===== src/sv/ddwc_pkg.sv =====
// shared constants, types and helpers of the wheel command unit
`default_nettype none
package ddwc_pkg;
   localparam int SPEED_WIDTH_DEF = 16;
   localparam int RPM_W           = 16;
   localparam int DUTY_W          = 17;
   localparam int CIRC_W          = 20;
   localparam int TRACK_W         = 12;
   localparam int MAXRPM_W        = 14;
   localparam int BITS_W          = 5;
   localparam int FULL_W          = 16;
   localparam int CSR_IDX_W       = 3;
   localparam int CSR_DATA_W      = 20;
   localparam int QUOT_W          = 17;

   localparam logic [CIRC_W:0]     CIRC2_RESET  = 21'd628318;
   localparam logic [TRACK_W-1:0]  TRACK_RESET  = 12'd300;
   localparam logic [MAXRPM_W-1:0] MAXRPM_RESET = 14'd140;
   localparam logic [FULL_W-1:0]   FULL_RESET   = 16'd255;

   typedef enum logic [CSR_IDX_W-1:0] {
      CSR_CIRC   = 3'd0,
      CSR_TRACK  = 3'd1,
      CSR_MAXRPM = 3'd2,
      CSR_BITS   = 3'd3
   } csr_index_type;

   // full scale pwm value, resolution capped at sixteen bits
   function automatic logic [FULL_W-1:0] full_scale(input logic [BITS_W-1:0] bits);
      logic [BITS_W-1:0] b;
      logic [FULL_W:0]   f;
      begin
         b = (bits > BITS_W'(16)) ? BITS_W'(16) : bits;
         f = (17'd1 << b) - 17'd1;
         full_scale = f[FULL_W-1:0];
      end
   endfunction
endpackage
`default_nettype wire


===== src/sv/ddwc_front.sv =====
// body command to wheel surface speed dividends, three stages
`default_nettype none
module ddwc_front #(
   parameter int SW = 16
) (
   input  wire logic                      clock,
   input  wire logic                      reset,
   input  wire logic                      en,
   input  wire logic                      in_valid,
   input  wire logic signed [SW-1:0]      linear_speed,
   input  wire logic signed [SW-1:0]      yaw_rate,
   input  wire logic [ddwc_pkg::TRACK_W-1:0] track,
   output logic                           out_valid,
   output logic [SW+19:0]                 dvd_l,
   output logic [SW+19:0]                 dvd_r,
   output logic                           neg_l,
   output logic                           neg_r
);
   import ddwc_pkg::*;

   logic signed [SW+10:0] lin_in, lin_ff;
   logic signed [SW+12:0] tan_in, tan_ff;
   logic signed [SW+13:0] sum_l_in, sum_l_ff, sum_r_in, sum_r_ff;
   logic [SW+13:0]        mag_l_in, mag_r_in;
   logic [SW+19:0]        dvd_l_in, dvd_l_ff, dvd_r_in, dvd_r_ff;
   logic                  neg_l_ff, neg_r_ff;
   logic [2:0]            valid_ff;

   assign lin_in   = linear_speed * $signed(12'd2000);
   assign tan_in   = yaw_rate * $signed({1'b0, track});
   assign sum_l_in = lin_ff - tan_ff;
   assign sum_r_in = lin_ff + tan_ff;
   assign mag_l_in = sum_l_ff[SW+13] ? (SW+14)'(-sum_l_ff) : (SW+14)'(sum_l_ff);
   assign mag_r_in = sum_r_ff[SW+13] ? (SW+14)'(-sum_r_ff) : (SW+14)'(sum_r_ff);
   // times 60 as 64x - 4x
   assign dvd_l_in = {mag_l_in, 6'b0} - {4'b0, mag_l_in, 2'b0};
   assign dvd_r_in = {mag_r_in, 6'b0} - {4'b0, mag_r_in, 2'b0};

   always_ff @(posedge clock) begin
      if (reset) begin
         valid_ff <= '0;
      end else if (en) begin
         valid_ff <= {valid_ff[1:0], in_valid};
      end
      if (en) begin
         lin_ff   <= lin_in;
         tan_ff   <= tan_in;
         sum_l_ff <= sum_l_in;
         sum_r_ff <= sum_r_in;
         dvd_l_ff <= dvd_l_in;
         dvd_r_ff <= dvd_r_in;
         neg_l_ff <= sum_l_ff[SW+13];
         neg_r_ff <= sum_r_ff[SW+13];
      end
   end

   assign out_valid = valid_ff[2];
   assign dvd_l     = dvd_l_ff;
   assign dvd_r     = dvd_r_ff;
   assign neg_l     = neg_l_ff;
   assign neg_r     = neg_r_ff;
endmodule
`default_nettype wire


===== config.mk =====
export PLATFORM = sky130hd
export DESIGN_NAME = ddwc_front
export DESIGN_NICKNAME = d
export VERILOG_FILES = /design/src/sv/ddwc_pkg.sv /design/src/sv/ddwc_front.sv
export SDC_FILE = /design/constraint.sdc
export NUM_CORES = 1
export LEC_CHECK = 0
export ABC_CLOCK_PERIOD_IN_PS = 15100
export BUFFER_PORTS_ARGS = -buffer_cell sky130_fd_sc_hd__buf_2
export CAP_MARGIN = 20
export CORE_UTILIZATION = 67
export CTS_CLUSTER_DIAMETER = 80
export DETAILED_ROUTE_END_ITERATION = 8
export PLACE_DENSITY = 0.86
export SLEW_MARGIN = 20
export SYNTH_ARGS = -nofsm -noshare
export SYNTH_HDL_FRONTEND = slang
export SYNTH_SLANG_ARGS = --single-unit

===== constraint.sdc =====
create_clock -name clock -period 15.1 [get_ports clock]
set_input_delay 0.755 -clock clock [delete_from_list [all_inputs] [get_ports clock]]
set_output_delay 0.755 -clock clock [all_outputs]
set_load 0.03 [all_outputs]

# Word-level counts from Yosys, hierarchy flattened
# Cells that the tools add are included.
dict set report totals {
  regBits 189
  latchBits 0
  ramBits 0
  mem_bits_ro 0
  inputBits 48
  out_inout_bits 75
  word_cells 19
  memories 0
}
dict set report classes {
  n_addsub 6
  multipliers 2
  div_mod_pow 0
  magnitude_cmp 0
  eq_ne 0
  shifts 0
  muxes 2
  bitwise 0
  reduce_logical 0
}
# cell n
set op_table {}
lappend op_table {{subtractor 36 x 32 -> 36 bit} 2}
lappend op_table {{two-way mux 30 bit} 2}
lappend op_table {{negator 30 bit} 2}
lappend op_table {{adder 27 x 29 -> 30 bit} 1}
lappend op_table {{subtractor 27 x 29 -> 30 bit} 1}
lappend op_table {{multiplier 16 x 13 -> 29 bit} 1}
lappend op_table {{multiplier 16 x 8 -> 23 bit, second input constant} 1}

# Logic depth before layout (Yosys ltp)
dict set report depth {
  ltp_word 3
  mapped_depth 22
}

# Least setup slack after synthesis
# No wires, ideal clock.
dict set report synth_timing {
  path_type {input -> register}
  from {in yaw_rate[15]}
  to {reg tan_ff[28], data pin}
  setup_time_ps 207
  arrival_time_ps 5984
  required_ps 14893
  path_slack_ps 8909
  stages 20
  path_buffers 1
  path_cell_list {clkbuf_1 > nand2_1 > inv_1 > fa_1 > inv_1 > fa_1 > inv_1 > fa_1 > fa_1 > inv_1 > fa_1 > inv_1 > ha_1 > a21o_1 > nor3b_1 > a31oi_1 > a22o_1 > o211a_1 > mux2i_1 > a2111oi_0}
}
dict set report synth_via {
  elab_chain_len 1
}
# item line_no
set synth_rtl {}
lappend synth_rtl {{from (decl)} ddwc_front.sv:11} ;# input wire logic signed [SW-1:0] yaw_rate,
lappend synth_rtl {{multiplier 16 x 13 -> 29 bit} ddwc_front.sv:30} ;# assign tan_in = yaw_rate * $signed({1'b0, track});
lappend synth_rtl {{via tan_in[28]} ddwc_front.sv:22} ;# logic signed [SW+12:0] tan_in, tan_ff;
lappend synth_rtl {{to (signal assigned)} ddwc_front.sv:47} ;# tan_ff <= tan_in;
lappend synth_rtl {{to (decl)} ddwc_front.sv:22}
# The timed path passes the listed nets, and every way through them passes these cells.
# A chain may end at the register's enable or synchronous reset.

# Worst setup path in the final report
dict set report layout_timing {
  from {in track[1] (netlist bit)}
  to {reg tan_ff[28], data pin}
}
dict set report layout_via {
  elab_chain_len 1
}
# item line_no
set layout_rtl {}
lappend layout_rtl {{from (decl)} ddwc_front.sv:12} ;# input wire logic [ddwc_pkg::TRACK_W-1:0] track,
lappend layout_rtl {{multiplier 16 x 13 -> 29 bit} ddwc_front.sv:30}
lappend layout_rtl {{via tan_in[28]} ddwc_front.sv:22}
# The timed path passes the listed nets, and every way through them passes these cells.

==> reports/metrics.cfg <==
[logic_synthesis]
synth_cell_types=79
synth.yosys.seq_area_share_pct=24.3
synthesis.instances=2340
synth_ff_type=edfxtp_1
synthesis.area_um2=22500
syn_area_per_cell_um2=9.63
synth_top_area_share_pct=24.0
ys_async_sr_fraction_pct=0
synth-edff-count=180
synth_largest_area_cell=edfxtp_1
synth_area_leaders=edfxtp_1, fa_1, ha_1
ys.warnings.count=0
ys_ff_latch=183

[clock_network]
numCtsBuffers=17
htreeDepth=4
post_cts_resized=0
hold_buffers=0
clk_pin_slew_ns=0.08
cts_tree=built
cts_max_path_buffers=2
clk_latency_ns=0.44
post_cts_buffers=0
cts_num_sinks=183
clk_root_buffer_cell=clkbuf_16

[route]
vias_per_cell=5.81
ant_nets=0
vias=16725
drt_iter0_markers=1112
drc=0
wl_per_cell_um=16.5
dr.pass1.iters=5
drt-total-wl_um=47400

[die]
die_y_um=185
die_w_um=185
core_um2=32800
rows=66
ios=123
die-area_um2=34400
start_util_pct=68.7

[sta]
period_minus_slack_ns=6.13
tns_ns=0
period_share_pct=40.6
relSlewSlack_pct=28.1
timing_max_transition_violations_final=0
rsz0062_at_grt=false
hold_viol_final=0
tightestPinTransition_ns=1.08
setup_viol=0
fin_skew_ns=0.0125
max_freq_mhz=163

[global_route]
grt_usage_pct=28.6
grt_max_degree=122
grt_use_met1_pct=35.5
grt_pass1_vias=16711
use_met2_pct=52.2
grt-ovfl-total=0
grt_pass1_wl_um=78300
grtUsageMet3_pct=2.69
grt.busiest_layer=met2
antenna_found_initial=3

[critical_path]
worstPathCellList=buf_2 > nand2_1 > inv_1 > fa_1 > inv_1 > fa_1 > inv_1 > fa_1 > fa_1 > inv_1 > fa_1 > inv_1 > ha_1 > a21o_1 > nor3b_1 > a31oi_1 > a22o_1 > o211a_1 > mux2i_1 > a2111oi_0
cp_data_required_time_ns=15.32
critical_path_class=primary input to flip-flop
slowest_stage=fa_1
cp_top_family=adder cells
crit_path_max_fanout=16
crit_path_max_incr_delay_ns=0.66
cp.arrival_ns=6.35
worst_setup_path_end_kind=flip-flop
critical_path_buf_inv_count=6
critPathLaunchType=primary input

[cells_and_area]
syn_to_final_growth_pct=6.85
final_nets=2938
drive_gt1_share_pct=7.44
final_common_cell=inv_1
most-common-layout-cells=inv_1, fa_1, ha_1

[outcome]
status=completed

[place]
io_buffers=118
gp_congestion=0.900
dp_hpwl_um=38800

[flow_run]
drv_cap=0

[worst_hold_path]
hold_path_class=primary input to flip-flop

worst reg2reg max path, stage by stage, from the launching register on:
cell      delay [ns]
edfxtp_1        0.37
buf_4           0.21
inv_1           0.35
ha_1            0.38
nor2b_1         0.36
nand4b_1        0.35
o31ai_1         0.37
xnor2_1         0.21
inv_1           0.09
ha_1            0.41
and3_1          0.21
nand3_1         0.08
o211ai_1        0.33
o21ai_1         0.22
o31ai_1         0.84
a221o_1         0.30
a21oi_1         0.09
xnor2_1         0.14
per-layer routing:
| metal | share of wire [%] | wire length [um] |
|---|---|---|
| met1 | 41 | 19300 |
| met2 | 53 | 25000 |
| met3 | 4.3 | 2040 |
| met4 | 2.3 | 1110 |
| met5 | 0 | 0 |
cell usage after synthesis (17+ instances only):
cell	instances
clkbuf_1	53
a21oi_1	126
o31ai_1	20
nand2_1	173
o21ai_0	72
inv_1	415
nor2_1	106
and2_1	102
edfxtp_1	180
xor2_1	43
nand2b_1	31
o21bai_1	17
a21o_1	58
o21a_1	23
fa_1	237
ha_1	232
nor3_1	31
nand3_1	23
nor2b_1	25
xnor2_1	158
cell type report:
type | count | area, um^2
Antenna cell | 3 | 7.51
Clock buffer | 17 | 425
Clock inverter | 15 | 183
Fill cell | 2386 | 8710
Inverter | 415 | 1560
Multi-Input combinational cell | 1682 | 15200
Sequential cell | 183 | 5470
Tap cell | 442 | 553
Timing Repair Buffer | 122 | 634
final timing paths:
kind | start | to | slack (ns) | depth (start not counted)
max | track[1] | tan_ff[28]$_DFFE_PP_ | 8.97 | 20
min | reset | valid_ff[0]$_SDFFE_PP0P_ | 0.50 | 2
max reg2reg | sum_l_ff[0]$_DFFE_PP_ | dvd_l[28]$_DFFE_PP_ | 9.54 | 17
min reg2reg | valid_ff[1]$_SDFFE_PP0P_ | valid_ff[1]$_SDFFE_PP0P_ | 0.51 | 2
sequential cells by signal, summed over array words and instances, names as in the netlist:
name,cells
valid_ff,3
lin_ff,23
dvd_l,34
neg_l,1
tan_ff,29
sum_l_ff,30
sum_r_ff,29
dvd_r,33
neg_r,1
kinds of logic after synthesis:
logic type,after synthesis,share of synthesized area [%]
other,1,0.0166
XOR/XNOR,203,7.96
AND/OR/NAND/NOR,584,13.4
flip-flops,183,24.3
buffers and inverters,478,8.11
AO/OA/AOI/OAI,416,12.1
adder cells (fa/ha/maj),469,33.9
multiplexers,6,0.267
per-stage QoR:
stage / std cells / hold slack, ns / setup slack, ns / cell area (um^2) / util, %
floorplan: 2343 / 0.460 / 8.91 / 22500 / -
global placement: 2843 / 0.472 / 8.65 / 23400 / 71.5
detailed placement: 2843 / 0.498 / 8.51 / 23400 / 71.5
CTS: 2875 / 0.488 / 8.96 / 24100 / 73.4
global route: 2879 / 0.506 / 8.61 / 24100 / 73.4
finish: 2879 / 0.497 / 8.97 / 24100 / 73.4
Power is not shown: default switching activity piles up to over one toggle a cycle in this logic, so the estimate is an artifact.
