File: src/sv/ddwc_pkg.sv
// shared constants, types and helpers of the wheel command unit
`default_nettype none
package ddwc_pkg;
   localparam int SPEED_WIDTH_DEF = 16;
   localparam int RPM_W           = 16;
   localparam int DUTY_W          = 17;
   localparam int CIRC_W          = 20;
   localparam int TRACK_W         = 12;
   localparam int MAXRPM_W        = 14;
   localparam int BITS_W          = 5;
   localparam int FULL_W          = 16;
   localparam int CSR_IDX_W       = 3;
   localparam int CSR_DATA_W      = 20;
   localparam int QUOT_W          = 17;

   localparam logic [CIRC_W:0]     CIRC2_RESET  = 21'd628318;
   localparam logic [TRACK_W-1:0]  TRACK_RESET  = 12'd300;
   localparam logic [MAXRPM_W-1:0] MAXRPM_RESET = 14'd140;
   localparam logic [FULL_W-1:0]   FULL_RESET   = 16'd255;

   typedef enum logic [CSR_IDX_W-1:0] {
      CSR_CIRC   = 3'd0,
      CSR_TRACK  = 3'd1,
      CSR_MAXRPM = 3'd2,
      CSR_BITS   = 3'd3
   } csr_index_type;

   // full scale pwm value, resolution capped at sixteen bits
   function automatic logic [FULL_W-1:0] full_scale(input logic [BITS_W-1:0] bits);
      logic [BITS_W-1:0] b;
      logic [FULL_W:0]   f;
      begin
         b = (bits > BITS_W'(16)) ? BITS_W'(16) : bits;
         f = (17'd1 << b) - 17'd1;
         full_scale = f[FULL_W-1:0];
      end
   endfunction
endpackage
`default_nettype wire

File: src/sv/ddwc_div.sv
// pipelined restoring divider, one quotient bit per stage, with overflow flag
`default_nettype none
module ddwc_div #(
   parameter int DVD_W = 36,
   parameter int DVS_W = 21,
   parameter int Q_W   = 17,
   parameter int TAG_W = 1
) (
   input  wire logic             clock,
   input  wire logic             reset,
   input  wire logic             en,
   input  wire logic             in_valid,
   input  wire logic [DVD_W-1:0] dividend,
   input  wire logic [DVS_W-1:0] divisor,
   input  wire logic [TAG_W-1:0] in_tag,
   output logic                  out_valid,
   output logic [Q_W-1:0]        quotient,
   output logic                  ovf,
   output logic [TAG_W-1:0]      out_tag
);
   localparam int HI_W  = DVD_W - Q_W;
   localparam int CMP_W = (HI_W > DVS_W) ? HI_W : DVS_W;

   logic [DVS_W-1:0] rem_ff   [Q_W+1];
   logic [Q_W-1:0]   low_ff   [Q_W+1];
   logic [Q_W-1:0]   q_ff     [Q_W+1];
   logic             ovf_ff   [Q_W+1];
   logic [TAG_W-1:0] tag_ff   [Q_W+1];
   logic             valid_ff [Q_W+1];

   logic [HI_W-1:0]  hi_in;
   logic             ovf_in;

   assign hi_in  = dividend[DVD_W-1:Q_W];
   assign ovf_in = CMP_W'(hi_in) >= CMP_W'(divisor);

   // entry stage: the high part is the starting remainder when no overflow
   always_ff @(posedge clock) begin
      if (reset) begin
         valid_ff[0] <= 1'b0;
      end else if (en) begin
         valid_ff[0] <= in_valid;
      end
      if (en) begin
         rem_ff[0] <= DVS_W'(hi_in);
         low_ff[0] <= dividend[Q_W-1:0];
         q_ff[0]   <= '0;
         ovf_ff[0] <= ovf_in;
         tag_ff[0] <= in_tag;
      end
   end

   for (genvar k = 0; k < Q_W; k++) begin : g_step
      logic [DVS_W:0]   trial_in;
      logic             ge_in;
      logic [DVS_W:0]   diff_in;
      logic [DVS_W-1:0] rem_in;

      assign trial_in = {rem_ff[k], low_ff[k][Q_W-1]};
      assign ge_in    = trial_in >= {1'b0, divisor};
      assign diff_in  = trial_in - {1'b0, divisor};
      assign rem_in   = ge_in ? diff_in[DVS_W-1:0] : trial_in[DVS_W-1:0];

      always_ff @(posedge clock) begin
         if (reset) begin
            valid_ff[k+1] <= 1'b0;
         end else if (en) begin
            valid_ff[k+1] <= valid_ff[k];
         end
         if (en) begin
            rem_ff[k+1] <= rem_in;
            low_ff[k+1] <= {low_ff[k][Q_W-2:0], 1'b0};
            q_ff[k+1]   <= {q_ff[k][Q_W-2:0], ge_in};
            ovf_ff[k+1] <= ovf_ff[k];
            tag_ff[k+1] <= tag_ff[k];
         end
      end
   end

   assign out_valid = valid_ff[Q_W];
   assign quotient  = q_ff[Q_W];
   assign ovf       = ovf_ff[Q_W];
   assign out_tag   = tag_ff[Q_W];
endmodule
`default_nettype wire

File: src/sv/ddwc_wheel.sv
// one wheel: rpm divide, saturate, duty scale and divide, clamp
`default_nettype none
module ddwc_wheel #(
   parameter int SW = 16
) (
   input  wire logic                           clock,
   input  wire logic                           reset,
   input  wire logic                           en,
   input  wire logic                           in_valid,
   input  wire logic [SW+19:0]                 dvd,
   input  wire logic                           neg,
   input  wire logic [ddwc_pkg::CIRC_W:0]      circ2,
   input  wire logic [ddwc_pkg::MAXRPM_W-1:0]  maxrpm,
   input  wire logic [ddwc_pkg::FULL_W-1:0]    full,
   output logic                                out_valid,
   output logic signed [ddwc_pkg::RPM_W-1:0]   rpm,
   output logic signed [ddwc_pkg::DUTY_W-1:0]  duty,
   output logic                                clip
);
   import ddwc_pkg::*;

   localparam int TAG2_W = RPM_W + 2;

   logic              v1, ovf1, neg1;
   logic [QUOT_W-1:0] q1;

   ddwc_div #(.DVD_W(SW + 20), .DVS_W(CIRC_W + 1), .Q_W(QUOT_W), .TAG_W(1)) u_rpm_div (
      .clock, .reset, .en,
      .in_valid (in_valid), .dividend (dvd), .divisor (circ2), .in_tag (neg),
      .out_valid (v1), .quotient (q1), .ovf (ovf1), .out_tag (neg1)
   );

   // saturation to the rpm field
   logic                    big_in;
   logic signed [RPM_W-1:0] rpm_in, rpm_ff;
   logic [RPM_W-1:0]        mag_in, mag_ff;
   logic                    neg_ff, clip_ff, sat_valid_ff;

   always_comb begin
      if (neg1) begin
         big_in = ovf1 || (q1 > 17'd32768);
         mag_in = big_in ? 16'd32768 : q1[RPM_W-1:0];
      end else begin
         big_in = ovf1 || (q1 > 17'd32767);
         mag_in = big_in ? 16'd32767 : q1[RPM_W-1:0];
      end
      rpm_in = neg1 ? -$signed(mag_in) : $signed(mag_in);
   end

   // duty numerator
   logic [2*FULL_W-1:0]     prod_in, prod_ff;
   logic signed [RPM_W-1:0] rpm_m_ff;
   logic                    neg_m_ff, clip_m_ff, mul_valid_ff;

   assign prod_in = mag_ff * full;

   always_ff @(posedge clock) begin
      if (reset) begin
         sat_valid_ff <= 1'b0;
         mul_valid_ff <= 1'b0;
      end else if (en) begin
         sat_valid_ff <= v1;
         mul_valid_ff <= sat_valid_ff;
      end
      if (en) begin
         rpm_ff    <= rpm_in;
         mag_ff    <= mag_in;
         neg_ff    <= neg1;
         clip_ff   <= big_in;
         prod_ff   <= prod_in;
         rpm_m_ff  <= rpm_ff;
         neg_m_ff  <= neg_ff;
         clip_m_ff <= clip_ff;
      end
   end

   logic              v2, ovf2;
   logic [QUOT_W-1:0] q2;
   logic [TAG2_W-1:0] tag2;

   ddwc_div #(.DVD_W(2 * FULL_W), .DVS_W(MAXRPM_W), .Q_W(QUOT_W), .TAG_W(TAG2_W)) u_duty_div (
      .clock, .reset, .en,
      .in_valid (mul_valid_ff), .dividend (prod_ff), .divisor (maxrpm),
      .in_tag ({neg_m_ff, clip_m_ff, rpm_m_ff}),
      .out_valid (v2), .quotient (q2), .ovf (ovf2), .out_tag (tag2)
   );

   // clamp to full scale
   logic                     over_in;
   logic [FULL_W-1:0]        qq_in;
   logic signed [DUTY_W-1:0] duty_in, duty_ff;
   logic                     clip_in, clip_o_ff, valid_o_ff;
   logic signed [RPM_W-1:0]  rpm_o_ff;

   always_comb begin
      over_in = ovf2 || (q2 > {1'b0, full});
      qq_in   = over_in ? full : q2[FULL_W-1:0];
      duty_in = tag2[TAG2_W-1] ? -$signed({1'b0, qq_in}) : $signed({1'b0, qq_in});
      clip_in = tag2[RPM_W] || over_in ||
                ((full == '0) && (tag2[RPM_W-1:0] != '0));
   end

   always_ff @(posedge clock) begin
      if (reset) begin
         valid_o_ff <= 1'b0;
      end else if (en) begin
         valid_o_ff <= v2;
      end
      if (en) begin
         duty_ff   <= duty_in;
         clip_o_ff <= clip_in;
         rpm_o_ff  <= $signed(tag2[RPM_W-1:0]);
      end
   end

   assign out_valid = valid_o_ff;
   assign rpm       = rpm_o_ff;
   assign duty      = duty_ff;
   assign clip      = clip_o_ff;
endmodule
`default_nettype wire

File: config.mk
export PLATFORM = sky130hd
export DESIGN_NAME = ddwc_wheel
export DESIGN_NICKNAME = d
export VERILOG_FILES = /design/src/sv/ddwc_pkg.sv /design/src/sv/ddwc_div.sv /design/src/sv/ddwc_wheel.sv
export SDC_FILE = /design/constraint.sdc
export NUM_CORES = 2
export LEC_CHECK = 0
export BUFFER_PORTS_ARGS = -buffer_cell sky130_fd_sc_hd__buf_4
export CELL_PAD_IN_SITES_DETAIL_PLACEMENT = 2
export CELL_PAD_IN_SITES_GLOBAL_PLACEMENT = 2
export CORE_UTILIZATION = 46
export CTS_CLUSTER_SIZE = 40
export DETAILED_ROUTE_END_ITERATION = 8
export PLACE_DENSITY = 0.8
export SYNTH_ARGS = -nofsm -noshare
export SYNTH_HDL_FRONTEND = slang
export SYNTH_HIERARCHICAL = 1
export SYNTH_SLANG_ARGS = --single-unit
export TNS_END_PERCENT = 100
File: constraint.sdc
create_clock -name clock -period 8.6 [get_ports clock]
set_clock_uncertainty 0.15 [all_clocks]
set_input_delay 0.43 -clock clock [delete_from_list [all_inputs] [get_ports clock]]
set_output_delay 0.43 -clock clock [all_outputs]
set_load 0.03 [all_outputs]
After elaboration in Yosys (flattened, before gate mapping)
Memory sizes are Yosys's and may differ from the RTL's. A register that Yosys moved wholly into a read port is not among the register bits.
Cells that the tools add are included.
{"block": "word_totals", "register_bits": 119, "latch_bits": 0, "ram_bits": 2268, "rom_bits": 0, "input_bits": 92, "word_cells": 228, "mem_count": 12}
{"memory": "u_rpm_div.rem_ff", "words": 18, "width": 21, "read_ports": 17, "rd_clocked_by_memory_dff": 0, "wr": 18, "line_no": "ddwc_div.sv:24", "rtl": "logic [DVS_W-1:0] rem_ff [Q_W+1];"}
{"memory": "u_duty_div.tag_ff", "words": 18, "width": 18, "read_ports": 18, "rd_clocked_by_memory_dff": 0, "wr": 18, "line_no": "ddwc_div.sv:28", "rtl": "logic [TAG_W-1:0] tag_ff [Q_W+1];"}
{"memory": "u_duty_div.low_ff", "words": 18, "width": 17, "read_ports": 17, "rd_clocked_by_memory_dff": 0, "wr": 18, "line_no": "ddwc_div.sv:25", "rtl": "logic [Q_W-1:0] low_ff [Q_W+1];"}
{"memory": "u_duty_div.q_ff", "words": 18, "width": 17, "read_ports": 18, "rd_clocked_by_memory_dff": 0, "wr": 18, "line_no": "ddwc_div.sv:26", "rtl": "logic [Q_W-1:0] q_ff [Q_W+1];"}
{"memory": "u_rpm_div.low_ff", "words": 18, "width": 17, "read_ports": 17, "rd_clocked_by_memory_dff": 0, "wr": 18, "line_no": "ddwc_div.sv:25"}
{"memory": "u_rpm_div.q_ff", "words": 18, "width": 17, "read_ports": 18, "rd_clocked_by_memory_dff": 0, "wr": 18, "line_no": "ddwc_div.sv:26"}
{"memory": "6 more memories"}
{"block": "op_classes", "n_addsub": 36, "n_mul": 1, "div_mod_pow": 0, "n_lt_le_gt_ge": 39, "eq_ne": 0, "shift": 0, "n_mux": 83, "bitwise": 36, "n_reduce_logical": 8}
{"operator": "22-bit by 21-bit greater-or-equal comparator with 1-bit output", "n": 17}
{"operator": "21-bit two-way mux", "n": 17}
{"operator": "21-bit subtractor", "n": 17}
{"operator": "15-bit by 14-bit greater-or-equal comparator with 1-bit output", "n": 18}
{"operator": "14-bit two-way mux", "n": 17}
{"operator": "14-bit subtractor", "n": 17}
{"operator": "16-bit two-way mux", "n": 6}
{"operator": "1-bit two-way mux", "n": 43}
{"operator": "1-bit OR", "n": 36}
{"operator": "16-bit by 16-bit multiplier with 32-bit output", "n": 1}
{"operator": "19-bit by 21-bit greater-or-equal comparator with 1-bit output", "n": 1}
{"operator": "17-bit by 15-bit > comparator with 1-bit output, second input constant", "n": 1}
{"operator": "17-bit by 16-bit > comparator with 1-bit output", "n": 1}
{"operator": "17-bit by 16-bit > comparator with 1-bit output, second input constant", "n": 1}
{"operator": "16-bit negator with 17-bit output", "n": 1}
{"operator": "16-bit logical NOT", "n": 1}
{"operator": "16-bit negator", "n": 1}
{"operator": "16-bit nonzero test", "n": 1}
{"operator": "1-bit logical OR", "n": 5}
{"operator": "1-bit logical AND", "n": 1}

Longest topological paths before layout
An unclocked memory read counts as a cell.
{"block": "depth", "ltp_word": 7, "mapped_depth": 22, "mapped_depth_nobuf": 20}

By module
The synthesis kept the hierarchy.
{"module": "ddwc_div at u_duty_div", "n_inst": 1, "cells_per_inst": 2900, "area_per_inst_um2": 42579.6}
{"module": "ddwc_div at u_rpm_div", "n_inst": 1, "cells_per_inst": 3425, "area_per_inst_um2": 41511.1}
{"module": "ddwc_wheel", "n_inst": 1, "cells_per_inst": 1397, "area_per_inst_um2": 13923.4}

Worst setup path after synthesis
Ideal clock, no wire load.
{"block": "synth_timing", "path_type": "input to register", "start": "in full[6] in the netlist's numbering", "end": "reg prod_ff[31], data pin", "setup_ns": 0.174, "t_arrival_ns": 6.096, "required_ns": 8.276, "setup_slack_ns": 2.180, "path_stages": 21, "path_buffers": 3, "path_cell_list": "clkbuf_1 > clkbuf_1 > nand2_1 > fa_1 > inv_1 > fa_1 > inv_1 > fa_1 > fa_1 > fa_1 > inv_1 > fa_1 > ha_1 > buf_2 > and3_1 > nand3_1 > nor3_1 > a21oi_1 > o41a_1 > o21a_1 > a311oi_1"}
{"block": "synth_via", "elab_chain_len": 1}
{"element": "start, declared", "line_no": "ddwc_wheel.sv:14", "rtl": "input wire logic [ddwc_pkg::FULL_W-1:0] full,"}
{"element": "16-bit by 16-bit multiplier with 32-bit output", "line_no": "ddwc_wheel.sv:55", "rtl": "assign prod_in = mag_ff * full;"}
{"element": "named net prod_in[31]", "line_no": "ddwc_wheel.sv:51", "rtl": "logic [2*FULL_W-1:0] prod_in, prod_ff;"}
{"element": "end signal, assigned", "line_no": "ddwc_wheel.sv:70", "rtl": "prod_ff <= prod_in;"}
{"element": "end, declared", "line_no": "ddwc_wheel.sv:51"}
The timed path passes the listed nets, and every way through them passes these cells.
A chain may end at the register's enable or synchronous reset.

Worst setup path in the final report
{"block": "layout_timing", "start": "reg mag_ff[10]", "end": "reg prod_ff[30], data pin"}
{"block": "layout_via", "elab_chain_len": 1}
{"element": "start, declared", "line_no": "ddwc_wheel.sv:36", "rtl": "logic [RPM_W-1:0] mag_in, mag_ff;"}
{"element": "start signal, assigned", "line_no": "ddwc_wheel.sv:67", "rtl": "mag_ff <= mag_in;"}
{"element": "16-bit by 16-bit multiplier with 32-bit output", "line_no": "ddwc_wheel.sv:55"}
{"element": "named net prod_in[30]", "line_no": "ddwc_wheel.sv:51"}
The timed path passes the listed nets, and every way through them passes these cells.

==> results.cfg <==
[final_layout]
nFillCells = 20100
final_util = 0.514
nets = 9081
drive_gt1_frac = 0.116
area_delta_synth_final_pct = 11.2
final_cell_mix = 1736 x edfxtp_1, 765 x ha_1, 554 x nand2_1
final_common_cell = edfxtp_1

[pwr]
power_frac_seq = 0.305
p_leak_nw = 42.5
p_sw_frac = 0.422
intPower_w = 0.0263
peakVddDrop_mv = 0.449
p_comb_frac = 0.510
power_frac_clock = 0.185
p_per_area_nw_per_um2 = 417
total_power_w = 0.0455
power.switching_w = 0.0192

[setup_path]
cp_max_fo = 16
cp-start-kind = register
critPathLaunch = mag_ff[10]$_DFFE_PP_
end_kind = register
arrival_ns = 8.60
required_ns = 9.06
path_class = register to register
r2r-start = mag_ff[10]$_DFFE_PP_

[synthesis]
ys.flop_type = edfxtp_1
yosysUniqueCellTypes = 116
synth.avg_cell_area_um2 = 12.7
ys_seq_elements = 1739
synth_cells = 7722
synthArstFlopShare = 0
synth_area_um2 = 98000
ys_seq_area_frac = 0.532
ys_warn_count = 6
synth_edf_count = 1736
synth_nets = 8805

[sta]
setup_slack_ns = 0.461
min_period_ns = 8.14
finalCritPeriodShare = 0.946
whs_ns = 0.138
slew_violations = 0
relSlewSlack = 0.0832
rsz0062_at_grt = false
worstMarginPinSlew_ns = 1.37
finalSetupViolCount = 0
fmax_ghz = 0.123
fin_tns_setup_ns = 0
hold_violations = 0

[routing]
firstDrtPassIters = 8
avgRoutedWirePerCell_um = 31.0
vias = 67900
drc_errors = 0
drt-total-wl_um = 340000
via_per_inst = 6.19
ant_nets = 0
drtIter0Drc = 4594

[global_routing]
grt_usage = 0.313
antenna_found_initial = 5
grt_max_degree = 190
grt_pass1_wl_um = 506000
overflow = 0
grt_pass1_vias = 76600

[clock_network]
post_cts_buffers = 0
htreeDepth = 4
cts_resized = 0
clk_path_buf_depth = 3
ctsRootBufferMaster = clkbuf_16
clkTransAtPathRegs_ns = 0.07
clock_latency_ns = 0.86
clkSinkCount = 1739
numCtsBuffers = 195
cts_tree = built

[place]
place_ws_ns = 1.06
dp_hpwl_um = 221000
numPortBuffers = 126
gp_congestion = 0.855

[die]
die_x_um = 464
ios = 127
die-area_um2 = 215000
fp.dieH_um = 464
num_rows = 169
core_region_area_um2 = 212000
start_util = 0.463

[job]
maxCapViolations = 0

[outcome]
status = complete, no violations

[hold_path]
hold_path_class = input pin to register
min-delay-start = dvd[14]
==> path summary, 6_finish.rpt <==
kind | slack [ns] | cells past startpoint | endpoint
worst max-delay path | 0.46 | 15 | prod_ff[30]$_DFFE_PP_
worst min register to register | 0.25 | 0 | u_rpm_div/q_ff[16][14]$_DFFE_PP_
worst max register to register | 0.46 | 15 | prod_ff[30]$_DFFE_PP_
worst min-delay path | 0.14 | 2 | u_rpm_div/low_ff[0][14]$_DFFE_PP_
==> per-layer routing <==
metal,wire [um],track usage
met1,125000,0.340
met4,24100,0.195
met3,14800,0.0493
met5,0,0
met2,177000,0.568
==> power by group through the flow <==
| stage | clock, W | sequential, W | combinational, W |
|---|---|---|---|
| finish | 0.00843 | 0.0139 | 0.0232 |
| CTS | 0.00857 | 0.0139 | 0.0228 |
| detailed placement | 0 | 0.0139 | 0.0215 |
| global route | 0.00884 | 0.0140 | 0.0245 |
| global placement | 0 | 0.0137 | 0.0193 |
| floorplan | 0 | 0.0131 | 0.0152 |
==> per-stage QoR <==
stage,area [um2],instances
final,109000,11000
after global routing,109000,11000
after CTS,109000,11000
after detailed placement,102000,10600
after global placement,102000,10600
after floorplan,98000,7722
==> registers in the layout (all words and copies together) (netlist names), 15 cells and up <==
register,flops
rpm_ff,16
u_duty_div/rem_ff,238
u_rpm_div/valid_ff,18
u_duty_div/ovf_ff,18
u_rpm_div/rem_ff,355
u_rpm_div/ovf_ff,18
u_rpm_div/q_ff,153
prod_ff,32
mag_ff,15
rpm_m_ff,16
u_duty_div/q_ff,153
u_duty_div/valid_ff,18
rpm,16
duty,17
u_rpm_div/low_ff,153
u_rpm_div/tag_ff,18
u_duty_div/low_ff,153
u_duty_div/tag_ff,324
==> kinds of logic after synthesis <==
kind of cell / count (synthesis) / share of synthesized area
XOR/XNOR: 441 / 0.0394
buffers and inverters: 593 / 0.0243
AO/OA/AOI/OAI: 1722 / 0.117
adder cells (fa/ha/maj): 991 / 0.144
multiplexers: 463 / 0.0545
flip-flops: 1739 / 0.532
AND/OR/NAND/NOR: 1773 / 0.0888
==> layout make-up <==
class	count	area (um2)	area share
sequential	1739	52200	0.479
inverter	439	1660	0.0152
antenna	4	10.0	0.0000918
clock inverter	110	1080	0.00992
clock buffer	246	5090	0.0467
multi-input combinational	5390	43500	0.399
tap	2821	3530	0.0324
timing repair buffer	233	1960	0.0180
==> worst max-delay path, stage by stage (launching register included) <==
cell and delay, ns:
edfxtp_1 0.95, nand2_1 0.34, fa_1 0.65, fa_1 0.47, fa_1 0.58, fa_1 0.49, fa_1 0.59, fa_1 0.60
inv_1 0.09, ha_1 0.41, nand3_1 0.20, a2111oi_0 0.74, o32a_1 0.52, nor3b_1 0.50, nor4b_1 0.14, a311oi_1 0.44
==> repair_timing <==
item                       4_1_cts  5_1_grt
setup endpoints to repair        0        0
hold buffers                    43        0
hold endpoints to repair        99        0
==> cells in the mapped netlist, types with 36 or more instances <==
cell type	number	area, um2
edfxtp_1	1736	52100
mux2i_1	57	571
inv_1	435	1630
fa_1	226	4520
a31oi_1	58	363
o211ai_1	36	270
a211oi_1	73	548
nand4_1	63	394
a21oi_1	476	2380
xor2_1	147	1290
o21ai_0	323	1620
mux2_2	313	3520
and3_1	80	500
o31ai_1	41	308
nand2b_1	65	407
nor2_1	386	1450
o21bai_1	53	398
ha_1	765	9570
clkbuf_1	106	398
a211o_1	37	324
nand2_1	554	2080
mux2_1	40	450
nand3_1	96	480
o21a_1	110	826
nor3_1	115	576
xnor2_1	294	2570
a21o_1	226	1700
mux2_4	53	796
nor2b_1	76	475
and2_1	145	907
(Power assumes the default switching activity.)
